File: config.mk
export PLATFORM = sky130hd
export DESIGN_NAME = cat_text_stream_filter
export DESIGN_NICKNAME = d
export VERILOG_FILES = /design/src/hdl/cts_pkg.sv /design/src/hdl/cat_text_stream_filter.sv /design/src/hdl/cts_front.sv /design/src/hdl/cts_queue.sv /design/src/hdl/cts_back.sv
export VERILOG_INCLUDE_DIRS = /design/src /design/src/hdl
export SDC_FILE = /design/constraint.sdc
export NUM_CORES = 1
export LEC_CHECK = 0
export BUFFER_PORTS_ARGS = -buffer_cell sky130_fd_sc_hd__buf_2
export CAP_MARGIN = 20
export CORE_ASPECT_RATIO = 2
export CORE_MARGIN = 3
export CORE_UTILIZATION = 65
export CTS_BUF_LIST = sky130_fd_sc_hd__clkbuf_4 sky130_fd_sc_hd__clkbuf_8
export DETAILED_ROUTE_END_ITERATION = 6
export HOLD_SLACK_MARGIN = 0.15
export PLACE_DENSITY = 0.91
export SKIP_CTS_REPAIR_TIMING = 1
export SYNTH_ARGS = -nofsm -noshare
export SYNTH_HDL_FRONTEND = slang
export SYNTH_SLANG_ARGS = --single-unit
File: constraint.sdc
create_clock -name clk -period 4.2 [get_ports clk]
set_input_delay 0.84 -clock clk [delete_from_list [all_inputs] [get_ports clk]]
set_output_delay 0.84 -clock clk [all_outputs]
set_load 0.02 [all_outputs]
File: src/hdl/cat_text_stream_filter_defines.svh
// ---------------------------------------------------------------------------
// cat_text_stream_filter_defines.svh
// Assertion macros shared by the text filter modules.
// ---------------------------------------------------------------------------
`ifndef CAT_TEXT_STREAM_FILTER_DEFINES_SVH
`define CAT_TEXT_STREAM_FILTER_DEFINES_SVH

// Consequent must hold in the same cycle as the antecedent.
`define CTS_ASSERT_NOW(label, ante, cons, msg) \
  label: assert property (@(posedge clk) disable iff (rst) (ante) |-> (cons)) \
    else $error(msg);

// Consequent must hold in the cycle after the antecedent.
`define CTS_ASSERT_NEXT(label, ante, cons, msg) \
  label: assert property (@(posedge clk) disable iff (rst) (ante) |=> (cons)) \
    else $error(msg);

`endif

File: src/hdl/cts_pkg.sv
// ---------------------------------------------------------------------------
// cts_pkg
// Types, character codes and sizes shared by the text filter modules.
// ---------------------------------------------------------------------------
`default_nettype none

package cts_pkg;

  localparam int NUMBER_DIGITS = 6;
  localparam int BCD_W         = 4 * NUMBER_DIGITS;
  // Slots of one result run: digits, tab, mark, final byte
  localparam int SLOT_COUNT    = NUMBER_DIGITS + 3;
  localparam int SLOT_W        = $clog2(SLOT_COUNT);

  // Queue depth must be a power of two so the pointers wrap on their own
  localparam int QUEUE_DEPTH   = 4;
  localparam int QPTR_W        = $clog2(QUEUE_DEPTH);
  localparam int QCNT_W        = $clog2(QUEUE_DEPTH + 1);

  typedef logic [SLOT_W-1:0] slot_t;
  typedef logic [BCD_W-1:0]  bcd_t;

  localparam slot_t SLOT_TAB  = slot_t'(NUMBER_DIGITS);
  localparam slot_t SLOT_MARK = slot_t'(NUMBER_DIGITS + 1);
  localparam slot_t SLOT_LAST = slot_t'(NUMBER_DIGITS + 2);

  localparam bcd_t BCD_ONE = bcd_t'(1);

  // Register indexes of the configuration port
  localparam logic [2:0] REG_NUMBER_NONBLANK  = 3'd0;
  localparam logic [2:0] REG_NUMBER_ALL       = 3'd1;
  localparam logic [2:0] REG_SQUEEZE_BLANK    = 3'd2;
  localparam logic [2:0] REG_SHOW_ENDS        = 3'd3;
  localparam logic [2:0] REG_SHOW_TABS        = 3'd4;
  localparam logic [2:0] REG_SHOW_NONPRINTING = 3'd5;

  // Character codes
  localparam logic [7:0] CH_TAB      = 8'd9;
  localparam logic [7:0] CH_NL       = 8'd10;
  localparam logic [7:0] CH_SPACE    = 8'd32;
  localparam logic [7:0] CH_DOLLAR   = 8'd36;
  localparam logic [7:0] CH_ZERO     = 8'd48;
  localparam logic [7:0] CH_QMARK    = 8'd63;
  localparam logic [7:0] CH_I        = 8'd73;
  localparam logic [7:0] CH_CARET    = 8'd94;
  localparam logic [7:0] CH_DEL      = 8'd127;
  localparam logic [7:0] CTRL_OFFSET = 8'd64;

  typedef struct packed {
    logic number_nonblank;
    logic number_all;
    logic squeeze_blank;
    logic show_ends;
    logic show_tabs;
    logic show_nonprinting;
  } cfg_t;

  // One classified input byte; digits[0] is the most significant character
  typedef struct packed {
    logic                            num_en;
    logic [NUMBER_DIGITS-1:0][7:0]   digits;
    logic                            mark_en;
    logic [7:0]                      mark;
    logic [7:0]                      data;
  } item_t;

endpackage

`default_nettype wire

File: src/hdl/cat_text_stream_filter.sv
// ---------------------------------------------------------------------------
// cat_text_stream_filter
// Byte stream text filter with line numbering, blank squeezing and visible
// control characters.
// ---------------------------------------------------------------------------
// Input bytes arrive on the s_axis side, tuser marking the first byte of a
// new file; output bytes leave on m_axis with tlast on the final byte that
// one input byte produces. Bytes needing no expansion stream at one per cycle
// while the queue has room and m_axis is ready. A byte that expands to k
// output bytes (up to nine: six number digits, tab, a '$' or '^' mark, the
// byte itself) holds the emitter until its final byte leaves, sent one per
// cycle while m_axis is ready from the head of a four-entry item queue; the
// input keeps taking bytes until that queue fills. A squeezed blank line
// gives no output. Options are written through cfg_we/cfg_index/cfg_data
// while the stream is idle; indexes above 5 are ignored.
// ---------------------------------------------------------------------------
`default_nettype none

module cat_text_stream_filter (
  input  wire logic        clk,
  input  wire logic        rst,
  input  wire logic        cfg_we,
  input  wire logic [2:0]  cfg_index,
  input  wire logic        cfg_data,
  input  wire logic        s_axis_tvalid,
  output logic             s_axis_tready,
  input  wire logic [7:0]  s_axis_tdata,   // [7:0] in_byte
  input  wire logic        s_axis_tuser,   // [0] file_start
  output logic             m_axis_tvalid,
  input  wire logic        m_axis_tready,
  output logic [7:0]       m_axis_tdata,   // [7:0] out_byte
  output logic             m_axis_tlast
);

  cts_pkg::cfg_t  cfg;
  cts_pkg::item_t push_item;
  cts_pkg::item_t head_item;
  logic           push;
  logic           pop;
  logic           queue_full;
  logic           queue_empty;

  always_ff @(posedge clk) begin
    if (rst) begin
      cfg <= '0;
    end else if (cfg_we) begin
      case (cfg_index)
        cts_pkg::REG_NUMBER_NONBLANK:  cfg.number_nonblank  <= cfg_data;
        cts_pkg::REG_NUMBER_ALL:       cfg.number_all       <= cfg_data;
        cts_pkg::REG_SQUEEZE_BLANK:    cfg.squeeze_blank    <= cfg_data;
        cts_pkg::REG_SHOW_ENDS:        cfg.show_ends        <= cfg_data;
        cts_pkg::REG_SHOW_TABS:        cfg.show_tabs        <= cfg_data;
        cts_pkg::REG_SHOW_NONPRINTING: cfg.show_nonprinting <= cfg_data;
        default: ;
      endcase
    end
  end

  cts_front u_front (
    .clk        (clk),
    .rst        (rst),
    .cfg        (cfg),
    .in_valid   (s_axis_tvalid),
    .in_ready   (s_axis_tready),
    .in_byte    (s_axis_tdata),
    .file_start (s_axis_tuser),
    .push       (push),
    .item       (push_item),
    .queue_full (queue_full)
  );

  cts_queue u_queue (
    .clk     (clk),
    .rst     (rst),
    .push    (push),
    .wr_item (push_item),
    .pop     (pop),
    .rd_item (head_item),
    .full    (queue_full),
    .empty   (queue_empty)
  );

  cts_back u_back (
    .clk       (clk),
    .rst       (rst),
    .head      (head_item),
    .empty     (queue_empty),
    .pop       (pop),
    .out_valid (m_axis_tvalid),
    .out_ready (m_axis_tready),
    .out_byte  (m_axis_tdata),
    .out_last  (m_axis_tlast)
  );

endmodule

`default_nettype wire

File: src/hdl/cts_front.sv
// ---------------------------------------------------------------------------
// cts_front
// Accepts input bytes, tracks line state and classifies each byte into the
// prefix, mark and final byte that the back end emits.
// ---------------------------------------------------------------------------
`default_nettype none

`include "cat_text_stream_filter_defines.svh"

module cts_front (
  input  wire logic            clk,
  input  wire logic            rst,
  input  wire cts_pkg::cfg_t   cfg,
  input  wire logic            in_valid,
  output logic                 in_ready,
  input  wire logic [7:0]      in_byte,
  input  wire logic            file_start,
  output logic                 push,
  output cts_pkg::item_t       item,
  input  wire logic            queue_full
);

  cts_pkg::bcd_t line_count, line_count_next;
  logic          after_newline, after_newline_next;
  logic [1:0]    blank_run, blank_run_next;

  cts_pkg::bcd_t lc_eff;
  cts_pkg::bcd_t lc_inc;
  logic          an_eff;
  logic [1:0]    br_eff;
  logic [1:0]    br_up;
  logic          is_nl;
  logic          drop;
  logic          number_it;
  logic          num_en;
  logic          accept;
  logic          zero_run;
  logic          all_nines;
  logic          carry;
  logic [3:0]    digit;
  logic [7:0]    c_mid;

  assign in_ready = !queue_full;
  assign accept   = in_valid && in_ready;

  always_comb begin
    // A start of file restarts the line state before the byte is handled
    lc_eff = file_start ? cts_pkg::BCD_ONE : line_count;
    an_eff = file_start ? 1'b1 : after_newline;
    br_eff = file_start ? 2'd0 : blank_run;
    is_nl  = (in_byte == cts_pkg::CH_NL);

    br_up = (br_eff < 2'd2) ? br_eff + 2'd1 : br_eff;
    if (cfg.squeeze_blank && an_eff && is_nl) begin
      blank_run_next = br_up;
      drop           = (br_up > 2'd1);
    end else begin
      blank_run_next = 2'd0;
      drop           = 1'b0;
    end

    number_it = cfg.number_nonblank ? !is_nl : cfg.number_all;
    num_en    = an_eff && number_it;

    // Saturating BCD increment
    all_nines = 1'b1;
    carry     = 1'b1;
    lc_inc    = lc_eff;
    for (int i = 0; i < cts_pkg::NUMBER_DIGITS; i++) begin
      digit = lc_eff[4*i +: 4];
      if (digit != 4'd9) begin
        all_nines = 1'b0;
      end
      if (carry) begin
        if (digit == 4'd9) begin
          lc_inc[4*i +: 4] = 4'd0;
        end else begin
          lc_inc[4*i +: 4] = digit + 4'd1;
          carry            = 1'b0;
        end
      end
    end
    if (all_nines) begin
      lc_inc = lc_eff;
    end

    // Right-justified digits with leading zeros shown as spaces
    zero_run = 1'b1;
    for (int i = 0; i < cts_pkg::NUMBER_DIGITS; i++) begin
      digit    = lc_eff[4*(cts_pkg::NUMBER_DIGITS-1-i) +: 4];
      zero_run = zero_run && (digit == 4'd0);
      item.digits[i] = (zero_run && (i != cts_pkg::NUMBER_DIGITS - 1)) ?
                       cts_pkg::CH_SPACE : cts_pkg::CH_ZERO + {4'd0, digit};
    end
    item.num_en = num_en;

    item.mark_en = 1'b0;
    item.mark    = cts_pkg::CH_CARET;
    c_mid        = in_byte;
    if (cfg.show_ends && is_nl) begin
      item.mark_en = 1'b1;
      item.mark    = cts_pkg::CH_DOLLAR;
    end
    if (cfg.show_tabs && (in_byte == cts_pkg::CH_TAB)) begin
      item.mark_en = 1'b1;
      c_mid        = cts_pkg::CH_I;
    end
    item.data = c_mid;
    if (cfg.show_nonprinting && ((c_mid < cts_pkg::CH_TAB) ||
        ((c_mid > cts_pkg::CH_NL) && (c_mid < cts_pkg::CH_SPACE)))) begin
      item.mark_en = 1'b1;
      item.data    = c_mid + cts_pkg::CTRL_OFFSET;
    end else if (cfg.show_nonprinting && (c_mid == cts_pkg::CH_DEL)) begin
      item.mark_en = 1'b1;
      item.data    = cts_pkg::CH_QMARK;
    end

    // A dropped blank line keeps the state as restarted
    if (drop) begin
      line_count_next    = lc_eff;
      after_newline_next = an_eff;
    end else begin
      line_count_next    = num_en ? lc_inc : lc_eff;
      after_newline_next = is_nl;
    end
  end

  assign push = accept && !drop;

  always_ff @(posedge clk) begin
    if (rst) begin
      line_count    <= cts_pkg::BCD_ONE;
      after_newline <= 1'b1;
      blank_run     <= 2'd0;
    end else if (accept) begin
      line_count    <= line_count_next;
      after_newline <= after_newline_next;
      blank_run     <= blank_run_next;
    end
  end

  `CTS_ASSERT_NOW(a_drop_is_squeezed_nl, accept && drop, cfg.squeeze_blank && is_nl, "dropped a byte that is not a squeezed newline")
  `CTS_ASSERT_NEXT(a_drop_keeps_count, accept && drop, line_count == $past(lc_eff), "line count moved on a dropped line")

endmodule

`default_nettype wire

File: src/hdl/cts_queue.sv
// ---------------------------------------------------------------------------
// cts_queue
// Short register queue of classified items between front and back end.
// ---------------------------------------------------------------------------
`default_nettype none

`include "cat_text_stream_filter_defines.svh"

module cts_queue (
  input  wire logic            clk,
  input  wire logic            rst,
  input  wire logic            push,
  input  wire cts_pkg::item_t  wr_item,
  input  wire logic            pop,
  output cts_pkg::item_t       rd_item,
  output logic                 full,
  output logic                 empty
);

  cts_pkg::item_t                  entries [cts_pkg::QUEUE_DEPTH];
  logic [cts_pkg::QPTR_W-1:0]      wr_ptr;
  logic [cts_pkg::QPTR_W-1:0]      rd_ptr;
  logic [cts_pkg::QCNT_W-1:0]      count, count_next;

  assign full    = (count == cts_pkg::QCNT_W'(cts_pkg::QUEUE_DEPTH));
  assign empty   = (count == '0);
  assign rd_item = entries[rd_ptr];

  always_comb begin
    count_next = count;
    if (push && !pop) begin
      count_next = count + 1'b1;
    end else if (pop && !push) begin
      count_next = count - 1'b1;
    end
  end

  always_ff @(posedge clk) begin
    if (push) begin
      entries[wr_ptr] <= wr_item;
    end
  end

  always_ff @(posedge clk) begin
    if (rst) begin
      wr_ptr <= '0;
      rd_ptr <= '0;
      count  <= '0;
    end else begin
      if (push) begin
        wr_ptr <= wr_ptr + 1'b1;
      end
      if (pop) begin
        rd_ptr <= rd_ptr + 1'b1;
      end
      count <= count_next;
    end
  end

  `CTS_ASSERT_NOW(a_no_overflow, push, !full, "transfer into a full queue")
  `CTS_ASSERT_NOW(a_no_underflow, pop, !empty, "pop from an empty queue")

endmodule

`default_nettype wire

File: src/hdl/cts_back.sv
// ---------------------------------------------------------------------------
// cts_back
// Walks the head item slot by slot and emits one output byte per cycle
// through an output register while the output is ready.
// ---------------------------------------------------------------------------
`default_nettype none

`include "cat_text_stream_filter_defines.svh"

module cts_back (
  input  wire logic            clk,
  input  wire logic            rst,
  input  wire cts_pkg::item_t  head,
  input  wire logic            empty,
  output logic                 pop,
  output logic                 out_valid,
  input  wire logic            out_ready,
  output logic [7:0]           out_byte,
  output logic                 out_last
);

  cts_pkg::slot_t slot, slot_next;
  logic           fresh;
  cts_pkg::slot_t cur;
  cts_pkg::slot_t first_slot;
  logic           emit;
  logic           is_last;
  logic [7:0]     byte_sel;

  assign emit = !empty && (!out_valid || out_ready);

  always_comb begin
    if (head.num_en) begin
      first_slot = '0;
    end else if (head.mark_en) begin
      first_slot = cts_pkg::SLOT_MARK;
    end else begin
      first_slot = cts_pkg::SLOT_LAST;
    end
    cur     = fresh ? first_slot : slot;
    is_last = (cur == cts_pkg::SLOT_LAST);

    byte_sel = head.data;
    if (cur == cts_pkg::SLOT_MARK) begin
      byte_sel = head.mark;
    end else if (cur == cts_pkg::SLOT_TAB) begin
      byte_sel = cts_pkg::CH_TAB;
    end else begin
      for (int i = 0; i < cts_pkg::NUMBER_DIGITS; i++) begin
        if (cur == cts_pkg::slot_t'(i)) begin
          byte_sel = head.digits[i];
        end
      end
    end

    // Skip the mark slot when the item has none
    if (cur == cts_pkg::SLOT_TAB) begin
      slot_next = head.mark_en ? cts_pkg::SLOT_MARK : cts_pkg::SLOT_LAST;
    end else if (cur == cts_pkg::SLOT_MARK) begin
      slot_next = cts_pkg::SLOT_LAST;
    end else begin
      slot_next = cur + 1'b1;
    end
  end

  assign pop = emit && is_last;

  always_ff @(posedge clk) begin
    if (emit) begin
      out_byte <= byte_sel;
      out_last <= is_last;
    end
  end

  always_ff @(posedge clk) begin
    if (rst) begin
      out_valid <= 1'b0;
      fresh     <= 1'b1;
      slot      <= '0;
    end else begin
      if (emit) begin
        out_valid <= 1'b1;
      end else if (out_ready) begin
        out_valid <= 1'b0;
      end
      if (emit) begin
        fresh <= is_last;
        slot  <= slot_next;
      end
    end
  end

  `CTS_ASSERT_NOW(a_slot_in_range, !fresh, slot != '0 && slot <= cts_pkg::SLOT_LAST, "slot pointer out of range")
  `CTS_ASSERT_NEXT(a_last_flag_matches_pop, emit, out_last == $past(pop), "last flag and pop disagree")

endmodule

`default_nettype wire

Word level (Yosys, flattened, before mapping) --
Memories as Yosys holds them, arrays and structs flattened. A register that Yosys moved wholly into a read port is not among the register bits. Cells that the tools add are included.
Word-level totals: input port bits 18, flip-flop bits (word level) 55, memories 1, output and inout bits 11, bits in writable memories 260, word-level logic and storage cells 184
Memory list:
- u_queue.entries | words 4, width 65, rd ports 1, clocked after memory_dff 1, write ports 1, line cts_queue.sv:20 | cts_pkg::item_t entries [cts_pkg::QUEUE_DEPTH];
Cells by class: add/sub/neg operators 19, reductions and logical operators 43, order comparisons 5, equal/unequal tests 29, mux-type cells 70
Operator list (count):
- 2-to-1 mux 8 bit | 16
- 2-to-1 mux 24 bit | 4
- 2-to-1 mux 4 bit | 16
- adder 6 x 4 -> 7 bit, first input constant | 6
- adder 4 x 1 -> 4 bit, second input constant | 7
- == test 4 bit, second input constant | 7
- 2-to-1 mux 1 bit | 26
- logical NOT 4 bit | 6
- inequality test 4 bit, second input constant | 6
- logical AND 1 bit | 18
- == test 4 x 3 -> 1 bit, second input constant | 4
- == test 8 x 4 -> 1 bit, second input constant | 2
- AND reduction 2 bit | 6
- 2-to-1 mux 2 bit | 5
- == test 3 bit, second input constant | 3
- 2-to-1 mux 9 bit | 1
- adder 8 x 7 -> 8 bit, second input constant | 1
- == test 4 x 2 -> 1 bit, second input constant | 2
- == test 8 x 7 -> 1 bit, second input constant | 1
- greater-than comparator 8 x 4 -> 1 bit, second input constant | 1
- less-than comparator 8 x 4 -> 1 bit, second input constant | 1
- less-than comparator 8 x 6 -> 1 bit, second input constant | 1
- logical NOT 1 bit | 7
- adder 2 x 1 -> 2 bit, second input constant | 3
- 11 further kinds | 16

Longest topological paths before layout --
depth in word-level cells 12, mapped depth 16, depth with buffers taken out 15

Modules after synthesis --
A second synthesis with hierarchy kept.
Unflattened totals: cells, all modules 969, area, all modules 14380.0 µm²
Modules (own cells, without submodules):
- cts_queue | instances 1, sequential area each 8107.8 µm², area an instance 9947.0 µm², cells an instance 388
- cts_front | instances 1, sequential area each 540.5 µm², area an instance 2521.2 µm², cells an instance 343
- cts_back | instances 1, sequential area each 390.4 µm², area an instance 1617.8 µm², cells an instance 213
- cat_text_stream_filter | instances 1, sequential area each 120.1 µm², area an instance 294.0 µm², cells an instance 25

Worst setup path after synthesis --
Ideal clock, no wire load.
kind input port to flip-flop, start point input s_axis_tuser, end point memory u_queue.entries[0][0] (netlist name) (enable), stages 11, data arrival time 3.384 ns, path buffers 3, path slack 0.413 ns, setup time 0.402 ns, required time 3.798 ns, path through clkbuf_1 -> clkbuf_1 -> inv_1 -> nand2_1 -> ha_1 -> nor2_1 -> nand2_1 -> nand2_1 -> inv_1 -> clkbuf_1 -> and2_1
Between the ends: word-level cells in the longest chain between the ends 9, elaborated cells between the ends (all ways) 13, those cells by class add/sub: 1; order compare: 2; mux: 6; reduce/logical: 4
Ends and longest elaborated chain:
- from (decl) | line cat_text_stream_filter.sv:28 | input wire logic s_axis_tuser,
- 2-to-1 mux 2 bit | line cts_front.sv:50 | br_eff = file_start ? 2'd0 : blank_run;
- adder 2 x 1 -> 2 bit / less-than comparator 2 bit (equally long branches) | line cts_front.sv:53 | br_up = (br_eff < 2'd2) ? br_eff + 2'd1 : br_eff;
- 2-to-1 mux 2 bit | line cts_front.sv:53
- greater-than comparator 2 x 1 -> 1 bit | line cts_front.sv:56 | drop = (br_up > 2'd1);
- 2-to-1 mux 1 bit * | line cts_front.sv:54 | if (cfg.squeeze_blank && an_eff && is_nl) begin
- logical NOT 1 bit * | line cts_front.sv:128 | assign push = accept && !drop;
- logical AND 1 bit * | line cts_front.sv:128
- net push | line cat_text_stream_filter.sv:38 | logic push;
- 2-to-1 mux 1 bit * | line cts_queue.sv:39 | if (push) begin
- 2-to-1 mux 1 bit (not written as such) * | line cts_queue.sv:40 | entries[wr_ptr] <= wr_item;
- to (decl) | line cts_queue.sv:20
The timed path passes the listed nets; every way through them passes the cells marked *.

==> flow_summary.toml <==
[cts]
clkSinkCount = 221
worst_path_clk_slew_ns = 0.07
clk-insertion-delay-late_ns = 0.55
h-tree-depth = 1
cts.root.buffer_cell = "sky130_fd_sc_hd__clkbuf_8"
clk_path_buf_depth = 3
number_of_buffers_created_by_cts = 29
tritoncts_clock_tree = "done"

[die]
die_area_mm2 = 0.01710
core-area_mm2 = 0.01498
num_io_pins = 29
start_util_pct = 67.17
die-width_um = 93.97
row_count = 63
die_h_um = 181.9

[grt]
globalRouteOverflowTotal = 0
via_count_of_the_first_global_routing_pass = 6853
grt.total_usage_pct = 29.23
grt_antenna_before_repair = 0
first_pass_grt_wire_length_mm = 37.91
pin_count_of_the_biggest_net_entering_global_routing = 42

[timing]
final.setup_skew_ns = 0.01749
hold_violation_count_in_the_final_report = 0
timing.final.crit_share_pct = 88.14
finalCriticalPeriod_ns = 3.702
max_slew.worst_pin.slew_ns = 0.9036
final_critical_path_setup_slack_ns = 0.4980
timing.setup.tns_ns = 0
final-max-slew-violation-count = 0
setup-violations-final = 0
setup_repair_after_global_routing_missed_its_margin = "no"
timing.max_slew.rel_slack_pct = 38.94
achievable-frequency_mhz = 270.1

[power_and_ir_drop]
gate_power_share_pct = 30.2
irDropWorstVdd_uv = 292.6
power_report.internal_total_w = 0.004188
powerDensity_mw_per_mm2 = 565.6
total_switching_power_w = 0.002034
p_clk_share_pct = 25.1
p_seq_share_pct = 44.8
swShare_pct = 32.69
leakage_nw = 3.699

[worst_setup_path]
crit_required_ns = 4.67
critPathLaunchType = "flip-flop"
cp-end-kind = "flip-flop"
critPathCapture = "u_queue.count[2]$_SDFFE_PP0P_"
worstPathArrival_ns = 4.17
critical_path.reg2reg.endpoint = "u_queue.count[2]$_SDFFE_PP0P_"
rr_worst_depth = 14
timing.critical_path.fanout_max = 15
r2r_setup_slack_ns = 0.50
crit_path_kind = "reg -> reg"

[layout]
ff_latch_area_mm2 = 0.006158
layout_common_cells = "sky130_fd_sc_hd__edfxtp_1, sky130_fd_sc_hd__nor2_1, sky130_fd_sc_hd__nand2_1"
fillerInstances = 921
nets = 837
final_common_cell = "sky130_fd_sc_hd__edfxtp_1"
drive_above_1_share_pct = 19.15
final_area_mm2 = 0.01100
multiInputGateArea_mm2 = 0.003590
area_growth_pct = 9.354
antennaDiodeCount = 0

[synth]
synth_enable_flop_cells = 173
syn-mean-instance-area_um2 = 13.03
netlist_top_cells_area = "sky130_fd_sc_hd__edfxtp_1, sky130_fd_sc_hd__dfxtp_1, sky130_fd_sc_hd__mux4_2"
synth_cells = 772
synth_largest_type_area_fraction_pct = 51.64
biggest_area_consumer_among_synthesized_cells = "sky130_fd_sc_hd__edfxtp_1"
synthFlopType = "sky130_fd_sc_hd__edfxtp_1"
asyncSetResetFlopFracSynth_pct = 0
netlist_cell_types = 72
syn_nets = 804
synth-seq-area-share_pct = 61.19
postSynthRegisterBits = 221
syn_area_mm2 = 0.01006
ys_warn_count = 0

[routing]
num_vias = 6847
routed_wirelength_mm = 23.82
drtIter0Drc = 711
number_of_routed_nets_with_antenna_violations = 0
avgRoutedWirePerCell_um = 23.35
firstDrtPassIters = 6
detail_route.drc_violations = 0
vias_per_cell = 6.713

[placement]
dp_slack_ns = 0.5666
dp_hpwl_mm = 16.75
port_buffers = 28
placer_congestion_estimate = 0.9643
placed_cell_area_mm2 = 0.01044

[min_path]
hold_path.class = "reg -> reg"
hold_depth = 2

[run]
max-cap-violations = 0

[outcome]
result_of_the_run = "finished clean"
per-stage QoR:
| stage | utilization [%] | hold WS, ns | std cells | total power [W] |
|---|---|---|---|---|
| 6_report | 73.45 | 0.4777 | 1020 | 0.006222 |
| 5_1_grt | 73.45 | 0.5108 | 1020 | 0.006513 |
| 4_1_cts | 73.45 | 0.4794 | 1020 | 0.006231 |
| 3_5_place_dp | 69.68 | 0.4687 | 969 | 0.004683 |
| 3_3_place_gp | 69.68 | 0.4565 | 969 | 0.004631 |
| 2_1_floorplan | - | 0.4535 | 772 | 0.004081 |
cell usage after synthesis (4+ instances only):
cell	instances
sky130_fd_sc_hd__a2111oi_0	4
sky130_fd_sc_hd__a211oi_1	5
sky130_fd_sc_hd__a21oi_1	41
sky130_fd_sc_hd__a31oi_1	17
sky130_fd_sc_hd__and2_1	7
sky130_fd_sc_hd__and3_1	6
sky130_fd_sc_hd__buf_1	7
sky130_fd_sc_hd__buf_2	6
sky130_fd_sc_hd__clkbuf_1	38
sky130_fd_sc_hd__dfxtp_1	48
sky130_fd_sc_hd__edfxtp_1	173
sky130_fd_sc_hd__ha_1	13
sky130_fd_sc_hd__inv_1	28
sky130_fd_sc_hd__mux2i_1	20
sky130_fd_sc_hd__mux4_2	37
sky130_fd_sc_hd__nand2_1	51
sky130_fd_sc_hd__nand2b_1	6
sky130_fd_sc_hd__nand3_1	19
sky130_fd_sc_hd__nand4_1	12
sky130_fd_sc_hd__nor2_1	58
sky130_fd_sc_hd__nor2b_1	19
sky130_fd_sc_hd__nor3_1	10
sky130_fd_sc_hd__nor4_1	9
sky130_fd_sc_hd__nor4b_1	5
sky130_fd_sc_hd__nor4bb_1	7
sky130_fd_sc_hd__o211ai_1	4
sky130_fd_sc_hd__o21ai_0	27
sky130_fd_sc_hd__o22ai_1	6
sky130_fd_sc_hd__o31ai_1	4
sky130_fd_sc_hd__o32ai_1	4
sky130_fd_sc_hd__or3_1	7
sky130_fd_sc_hd__or4_1	4
sky130_fd_sc_hd__xnor2_1	6
sky130_fd_sc_hd__xor2_1	4
cells by family (layout without fill, tap and decap cells):
logic type,count (synthesis),in the layout,synth area share [%]
simple gates,241,241,12.85
flops,221,221,61.19
compound gates,145,145,9.490
buf+inv,81,134,3.172
mux,60,60,10.61
fa+ha+maj,14,14,1.816
xor+xnor,10,10,0.8706
power by group through the flow:
stage	combinational, W	clock [W]	sequential (W)
6_report	0.00188	0.00156	0.00279
5_1_grt	0.00203	0.00167	0.00281
4_1_cts	0.00186	0.00158	0.00278
3_5_place_dp	0.00185	0	0.00283
3_3_place_gp	0.00182	0	0.00281
2_1_floorplan	0.00125	0	0.00283
final cells by class:
type / instances / share of cell area (%)
clock inverters: 17 / 1.160
multi-input cells: 470 / 32.63
inverters: 29 / 0.9895
flip-flops and latches: 221 / 55.98
clock buffers: 34 / 3.970
well taps: 195 / 2.218
repair buffers: 54 / 3.048
worst max-delay path, cell delays in order, from the launching register on:
cell and delay (ns):
sky130_fd_sc_hd__dfxtp_2 0.44, sky130_fd_sc_hd__and4b_1 0.24, sky130_fd_sc_hd__or4_1 0.55, sky130_fd_sc_hd__or2_2 0.31
sky130_fd_sc_hd__o21ai_0 0.21, sky130_fd_sc_hd__ha_1 0.27, sky130_fd_sc_hd__inv_1 0.13, sky130_fd_sc_hd__a21oi_1 0.25
sky130_fd_sc_hd__nand2_1 0.19, sky130_fd_sc_hd__ha_1 0.26, sky130_fd_sc_hd__inv_1 0.07, sky130_fd_sc_hd__fa_1 0.18
sky130_fd_sc_hd__xor2_1 0.08, sky130_fd_sc_hd__or3_1 0.31, sky130_fd_sc_hd__a21oi_1 0.14
metal layers:
layer | share of wire [%] | track usage [%]
met1 | 33 | 33.53
met2 | 54 | 51.52
met3 | 5.6 | 2.819
met4 | 7.0 | 17.82
met5 | 0 | 0
registers in the layout, summed over array words and instances (netlist names), named ones only:
signal                 flops
u_queue.wr_ptr             2
u_queue.count              3
u_front.blank_run          2
u_back.out_valid           1
u_queue.entries          164
u_back.out_byte            8
u_back.slot                4
cfg                        6
u_front.line_count        24
u_front.after_newline      1
u_queue.rd_ptr             2
u_back.fresh               1
u_back.out_last            1
how the worst min path moves through the flow:
stage / from / to / slack [ns]
2_1_floorplan: cfg[3]$_SDFFE_PP0P_ / cfg[3]$_SDFFE_PP0P_ / 0.45
3_3_place_gp: u_back.out_valid$_SDFFE_PP0P_ / u_back.out_valid$_SDFFE_PP0P_ / 0.46
3_5_place_dp: u_back.out_valid$_SDFFE_PP0P_ / u_back.out_valid$_SDFFE_PP0P_ / 0.47
4_1_cts: u_back.out_valid$_SDFFE_PP0P_ / u_back.out_valid$_SDFFE_PP0P_ / 0.48
5_1_grt: u_front.after_newline$_SDFFE_PP1P_ / u_front.after_newline$_SDFFE_PP1P_ / 0.51
6_report: u_back.out_valid$_SDFFE_PP0P_ / u_back.out_valid$_SDFFE_PP0P_ / 0.48
No activity file was read; power rests on OpenSTA's default activity.
